==> src/rtl/core/ndrf_pkg.sv <==
// ----------------------------------------------------------------------------
// ndrf_pkg
// Shared types and constants of the near-duplicate row filter.
// ----------------------------------------------------------------------------
package ndrf_pkg;

  localparam int VALUE_W   = 32;
  localparam int TOL_W     = 31;
  localparam int LEN_CFG_W = 5;
  localparam int INDEX_W   = 6;
  localparam int COUNT_W   = 7;
  localparam int CFG_W     = TOL_W;

  localparam logic [TOL_W-1:0]     TOL_RESET = TOL_W'(655);   // about 0.01 in Q16.16
  localparam logic [LEN_CFG_W-1:0] LEN_RESET = LEN_CFG_W'(16);

  typedef enum logic [0:0] {
    REG_MATCH_TOLERANCE = 1'b0,
    REG_ROW_LENGTH      = 1'b1
  } cfg_reg_t;

  // Element broadcast to the compare cells in the cycle after its transfer
  typedef struct packed {
    logic               valid;
    logic               start;
    logic               last;
    logic [VALUE_W-1:0] value;
  } cmp_cmd_t;

endpackage

==> src/rtl/core/ndrf_ram.sv <==
// ----------------------------------------------------------------------------
// ndrf_ram
// Generic single-port RAM, one access per cycle (read, plus write when we), registered read.
// ----------------------------------------------------------------------------
module ndrf_ram #(
  parameter int WIDTH = 32,
  parameter int DEPTH = 16
) (
  input  logic                                   clk,
  input  logic                                   we,
  input  logic [(DEPTH > 1 ? $clog2(DEPTH) : 1)-1:0] addr,
  input  logic [WIDTH-1:0]                       wdata,
  output logic [WIDTH-1:0]                       rdata
);

  logic [WIDTH-1:0] mem [DEPTH];

  always_ff @(posedge clk) begin
    if (we) begin
      mem[addr] <= wdata;
    end
    rdata <= mem[addr];
  end

endmodule

==> src/rtl/core/ndrf_cell.sv <==
// ----------------------------------------------------------------------------
// ndrf_cell
// One table row: its stored elements and its still-matching flag.
// ----------------------------------------------------------------------------
module ndrf_cell
  import ndrf_pkg::*;
#(
  parameter int MAX_COLS = 16,
  parameter int CW       = 4
) (
  input  logic               clk,
  input  logic               rst,
  input  logic               we,
  input  logic [CW-1:0]      addr,
  input  logic [VALUE_W-1:0] wdata,
  input  cmp_cmd_t           cmd,
  input  logic [TOL_W-1:0]   tol,
  output logic               hit
);

  logic [VALUE_W-1:0] stored;
  logic               match;
  logic               base;
  logic               ok;
  logic signed [VALUE_W:0] diff;
  logic signed [VALUE_W:0] lim;

  ndrf_ram #(
    .WIDTH (VALUE_W),
    .DEPTH (MAX_COLS)
  ) u_ram (
    .clk   (clk),
    .we    (we),
    .addr  (addr),
    .wdata (wdata),
    .rdata (stored)
  );

  // exact 33-bit difference, checked against +/- tolerance
  always_comb begin
    diff = $signed({stored[VALUE_W-1], stored}) - $signed({cmd.value[VALUE_W-1], cmd.value});
    lim  = $signed({2'b00, tol});
    ok   = (diff <= lim) && (diff >= -lim);
    base = cmd.start | match;
    hit  = base & ok;
  end

  always_ff @(posedge clk) begin
    if (rst) begin
      match <= 1'b1;
    end else if (cmd.valid) begin
      match <= cmd.last ? 1'b1 : hit;
    end
  end

endmodule

==> config.mk <==
export PLATFORM = sky130hd
export DESIGN_NAME = ndrf_cell
export DESIGN_NICKNAME = d
export VERILOG_FILES = /design/src/rtl/core/ndrf_pkg.sv /design/src/rtl/core/ndrf_ram.sv /design/src/rtl/core/ndrf_cell.sv
export SDC_FILE = /design/constraint.sdc
export NUM_CORES = 1
export LEC_CHECK = 0
export ABC_AREA = 1
export BUFFER_PORTS_ARGS = -buffer_cell sky130_fd_sc_hd__buf_2
export CORE_MARGIN = 8
export CORE_UTILIZATION = 40
export DETAILED_ROUTE_END_ITERATION = 10
export PLACE_DENSITY_LB_ADDON = 0.05
export SYNTH_ARGS = -nofsm -noshare
export SYNTH_HDL_FRONTEND = slang
export SYNTH_SLANG_ARGS = --single-unit
export TNS_END_PERCENT = 50
==> constraint.sdc <==
create_clock -name clk -period 4.9 [get_ports clk]
set_input_delay 0.49 -clock clk [delete_from_list [all_inputs] [get_ports clk]]
set_output_delay 0.49 -clock clk [all_outputs]
set_load 0.02 [all_outputs]
==> results of run 1 <==
[critical path, cell delays in order (launching register included)]
cell and delay [ns]:
dfxtp_1 0.31, ha_1 0.34, a21oi_1 0.31, o21ai_0 0.19
a21oi_1 0.19, nand2_2 0.10, nand2_1 0.07, nand2_1 0.08
a21oi_1 0.24, o21ai_1 0.10, xor2_1 0.17, ha_1 0.32
nand2_1 0.06, nor2_1 0.13, nand2_1 0.12, nor2_2 0.13
nand4_1 0.12, nand3_1 0.11, nand2_1 0.05, nand3_1 0.09
nand3_2 0.11, inv_1 0.06, buf_2 0.15
[worst paths after layout]
check                                     from  cells after the start    end
worst max-delay path            u_ram.rdata[9]                     22    hit
worst min-delay path                       rst                      3  match
worst max register to register  u_ram.rdata[9]                     22  match
worst min register to register           match                      2  match
[logic make-up (layout without fill, tap and decap cells)]
kind of cell | count (synthesis) | after routing | synth area share [%]
flops | 545 | 545 | 68.7
compound gates | 503 | 503 | 13.8
simple gates | 352 | 352 | 7.38
buf+inv | 185 | 359 | 2.98
fa+ha+maj | 97 | 97 | 5.23
xor+xnor | 52 | 52 | 1.95
other cells | 0 | 2 | 0
[repair_timing]
action,in CTS,in global routing
setup buffers,2,2
setup endpoints to repair,1,1
pin swaps,1,5
cloned,0,0
resized for setup,2,14
[report_power, final]
group          switching [mW]  total [mW]  internal [mW]
Combinational           0.969        1.48          0.516
Sequential             0.0344        5.25           5.21
Clock                    1.63        3.65           2.02
Total                    2.63        10.4           7.75
[routing by layer]
layer / wire (um) / vias to the layer above / part of all wire, % / global-route usage (%)
met5: 13 / - / 0.020 / 0
met3: 2610 / 109 / 4.0 / 2.69
li1: - / 6930 / - / -
met4: 1380 / 2 / 2.1 / 4.56
met2: 32600 / 317 / 50 / 33.3
met1: 28100 / 7457 / 43 / 24.2
[cell usage after synthesis (19+ instances only)]
cell type,count
a21oi_1,194
a22oi_1,256
clkbuf_1,63
dfxtp_1,33
edfxtp_1,512
ha_1,96
inv_1,107
nand2_1,154
nand3_1,23
nand4_1,19
nor2_1,83
o21ai_0,24
or4_1,32
xor2_1,40
[flip-flops by register name, summed over array words and instances (netlist names)]
signal,cells
u_ram.rdata,32
u_ram.mem,512
match,1
[through the flow]
step / util [%] / setup WS [ns]
2_1_floorplan: - / 1.01
3_3_place_gp: 43.4 / 0.136
3_5_place_dp: 43.4 / 0.136
4_1_cts: 46.1 / 0.00689
5_1_grt: 46.2 / 0.00892
6_report: 46.2 / 0.263
[cell type report]
type	count	area, um^2
fill	5287	31000
sequential	545	16000
multi-input combinational	1004	6820
clock buffer	67	1380
tap	765	957
timing repair buffer	150	888
inverter	117	444
clock inverter	25	136
antenna	2	5.00
==> results.yml, run 1 <==
sta:
  relSlewSlack_pct: 37.6
  final.setup.tns_ns: 0
  rsz0062_at_grt: "no"
  setup_viol: 0
  holdWs_ns: 0.118
  min_period_ns: 4.64
  finalHoldViolations: 0
  min_period_over_period_pct: 94.6
  fmax_ghz: 0.216
  worstMarginPinSlew_ns: 0.933
  slew_viol_final: 0
  skew_ns: 0.0112
placed_design:
  numPlacedInstances: 2577
  dp_hpwl_mm: 39.8
  io_buffers: 105
  gp_congestion: 0.903
  placed_cell_area_um2: 25000
global_route:
  grt_first_pass_wirelength_mm: 95.2
  grt_pass1_vias: 15100
  grt_max_degree: 129
  track_usage_pct: 18.8
  antenna_found_initial: 7
  overflow: 0
route:
  vias: 14800
  drt-total-wl_mm: 64.8
  drt_iter0_markers: 883
  wl_per_cell_um: 24.2
  route.detailed.drc: 0
  ant_nets: 0
  viasPerCell: 5.54
  firstDrtPassIters: 5
floorplan:
  ios: 106
  start_util_pct: 40.5
  design.core.area_um2: 57700
  die_height_um: 258
  rows: 88
  die_x_um: 258
  dieArea_um2: 66300
yosys:
  async_reset_ff_share_pct: 0
  synthCells: 1734
  ys_ff_latch: 545
  syn_avg_cell_area_um2: 13.5
  synth.area.top_cells: "edfxtp_1 (66%), a22oi_1 (8.2%), ha_1 (5.1%), a21oi_1 (4.2%), dfxtp_1 (2.8%)"
  synth_top_area_share_pct: 65.9
  synth_cell_types: 44
  synth_area_um2: 23300
  synth-edff-count: 512
  yosysWarnings: 0
  synthFlopType: "edfxtp_1"
  synth_largest_area_cell: "edfxtp_1"
  ys_seq_area_share_pct: 68.7
  syn_nets: 1936
cts:
  cts_tree: "done"
  clock_latency_ns: 0.57
  cts_sinks: 545
  cts_root_buffer: "clkbuf_16"
  htreeDepth: 2
  max-clock-path-buffers: 3
  cts_buffers: 53
  hold_buffers: 0
  clk_pin_slew_ns: 0.06
worst_setup_path:
  worstSetupPathType: "reg2out"
  start_kind: "register"
  required_ns: 4.41
  cp_max_fo: 5
  ff2ff_setup_slack_ns: 1.30
  cp-end-kind: "primary output"
  worstPathArrival_ns: 4.15
flow_run:
  maxCapViolCount: 0
layout:
  stdcell_area_um2: 26700
  area_growth_pct: 14.2
  finalNetCount: 2073
  drive_gt1_share_pct: 14.9
  final_cell_mix: "edfxtp_1 (512), a22oi_1 (256), a21oi_1 (190)"
  mostFrequentLayoutCell: "edfxtp_1"
  stdcell_count: 2675
min_path:
  min_path_type: "in2reg"
power:
  total_leakage_power_nw: 9.50
  ir_worst_vdd_mv: 0.218
  powerDensity_nw_per_um2: 389
  power_mw: 10.4
status:
  status: "complete, no violations"
(Power assumes the default switching activity.)
==> run 2, diff against run 1 <==
Settings changed: BUFFER_PORTS_ARGS -buffer_cell sky130_fd_sc_hd__buf_2 to -buffer_cell sky130_fd_sc_hd__buf_4, CELL_PAD_IN_SITES_DETAIL_PLACEMENT from default to 1, CELL_PAD_IN_SITES_GLOBAL_PLACEMENT from default to 1, PLACE_DENSITY_LB_ADDON 0.05 to 0.08.
==> results.yml, run 2 (same netlist as run 1, synthesis figures left out) <==
cts:
  cts_tree: "done"
  cts_sinks: 545
  clk_pin_slew_ns: 0.06
  max-clock-path-buffers: 3
  clock_latency_ns: 0.59
  cts_buffers: 54
  htreeDepth: 2
  cts_root_buffer: "clkbuf_16"
layout:
  top_register: "u_ram.mem"
  mostFrequentLayoutCell: "edfxtp_1"
  multiInputGateArea_um2: 6850
  n_fill_cell: 5834
  finalNetCount: 2071
  final_cell_mix: "edfxtp_1 (512), a22oi_1 (256), a21oi_1 (188)"
  register_area_um2: 16000
  drive_gt1_share_pct: 16.3
  area_growth_pct: 16.8
  largest_register_ffs: 512
  reg_top3: "u_ram.mem (512), u_ram.rdata (32), match (1)"
status:
  status: "complete, no violations"
route:
  ant_nets: 0
  firstDrtPassIters: 4
  viasPerCell: 5.64
  drt_iter0_markers: 1055
  vias: 15100
  wl_per_cell_um: 25.7
  route.detailed.drc: 0
  drt-total-wl_mm: 68.8
placed_design:
  io_buffers: 105
  dp_slack_ns: 0.201
  gp_congestion: 0.864
  dp_hpwl_mm: 41.9
power:
  ir_worst_vdd_mv: 0.257
  powerDensity_nw_per_um2: 404
  power_mw: 11.0
  total_leakage_power_nw: 9.71
sta:
  setup_slack_ns: 0.298
  min_period_over_period_pct: 93.9
  min_period_ns: 4.60
  setup_viol: 0
  final.setup.tns_ns: 0
  finalHoldViolations: 0
  skew_ns: 0.0135
  slew_viol_final: 0
  relSlewSlack_pct: 33.8
  rsz0062_at_grt: "no"
  fmax_ghz: 0.217
  worstMarginPinSlew_ns: 0.991
floorplan:
  ios: 106
  die_height_um: 258
  design.core.area_um2: 57700
  rows: 88
  start_util_pct: 40.5
  die_x_um: 258
  dieArea_um2: 66300
global_route:
  overflow: 0
  grt_max_degree: 129
  grt_pass1_vias: 16100
  track_usage_pct: 20.0
  grt_first_pass_wirelength_mm: 101
  antenna_found_initial: 6
worst_setup_path:
  required_ns: 4.41
  cp_max_fo: 3
  start_kind: "register"
  worstSetupPathType: "reg2out"
  worstPathArrival_ns: 4.11
  cp-end-kind: "primary output"
flow_run:
  maxCapViolCount: 0
min_path:
  min_path_type: "in2reg"
==> run 2: repair_timing <==
item	4_1_cts	5_1_grt
pin swaps	0	12
buffers inserted	0	4
hold buffers	0	0
gates resized for setup	4	21
setup endpoints to repair	1	1
endpoints found under the hold margin	0	0
==> run 2: cell type report <==
type / count / share of cell area [%]
clock inverter: 27 / 0.940
antenna: 2 / 0.0184
inverter: 117 / 1.63
timing repair buffer: 147 / 4.28
tap: 765 / 3.51
sequential: 545 / 58.8
multi-input combinational: 1004 / 25.1
clock buffer: 75 / 5.70
==> run 2: power by group <==
part | total, mW | switching, mW | internal, mW | leakage, nW
clock network | 4.22 | 1.79 | 2.43 | 0.884
logic | 1.52 | 0.975 | 0.549 | 3.92
registers | 5.26 | 0.0488 | 5.21 | 4.90
total | 11.0 | 2.81 | 8.19 | 9.71
==> run 2: metal layers <==
layer / vias to the layer above / part of all wire (%) / GRT usage (%)
li1: 6919 / - / -
met1: 7752 / 43 / 25.9
met2: 359 / 51 / 35.4
met3: 93 / 4.3 / 2.33
met4: 0 / 2.4 / 5.30
met5: - / 0 / 0
==> run 2: path summary, 6_finish.rpt <==
kind              cells past startpoint     to  slack (ns)            from
hold reg to reg                       2  match        0.47           match
hold / removal                        3  match        0.10             rst
setup / recovery                     22    hit        0.30  u_ram.rdata[0]
setup reg to reg                     23  match        1.29  u_ram.rdata[0]
==> run 2: through the flow <==
| stage | hold WS, ns | cell area, um^2 | utilization, % | cells |
|---|---|---|---|---|
| 2_1_floorplan | 0.426 | 23300 | - | 1734 |
| 3_3_place_gp | 0.438 | 25300 | 43.9 | 2574 |
| 3_5_place_dp | 0.465 | 25300 | 43.9 | 2574 |
| 4_1_cts | 0.0690 | 27100 | 47.1 | 2676 |
| 5_1_grt | 0.0951 | 27300 | 47.3 | 2682 |
| 6_report | 0.101 | 27300 | 47.3 | 2682 |
==> run 2: worst max-delay path: stages, from the launching register on <==
cell and delay [ns]:
dfxtp_1 0.32, inv_1 0.04, ha_1 0.21, fa_2 0.43, o21ai_4 0.18, a21oi_2 0.09
o21bai_2 0.21, a21boi_2 0.10, o21ai_2 0.18, a21oi_1 0.11, xnor2_1 0.25, ha_1 0.32
a21oi_1 0.13, nor2_1 0.05, nor2_1 0.08, nand3_1 0.10, a21oi_2 0.15, nand3_1 0.09
nand2_1 0.06, nand3_1 0.08, nand3_2 0.11, inv_1 0.05, buf_4 0.15
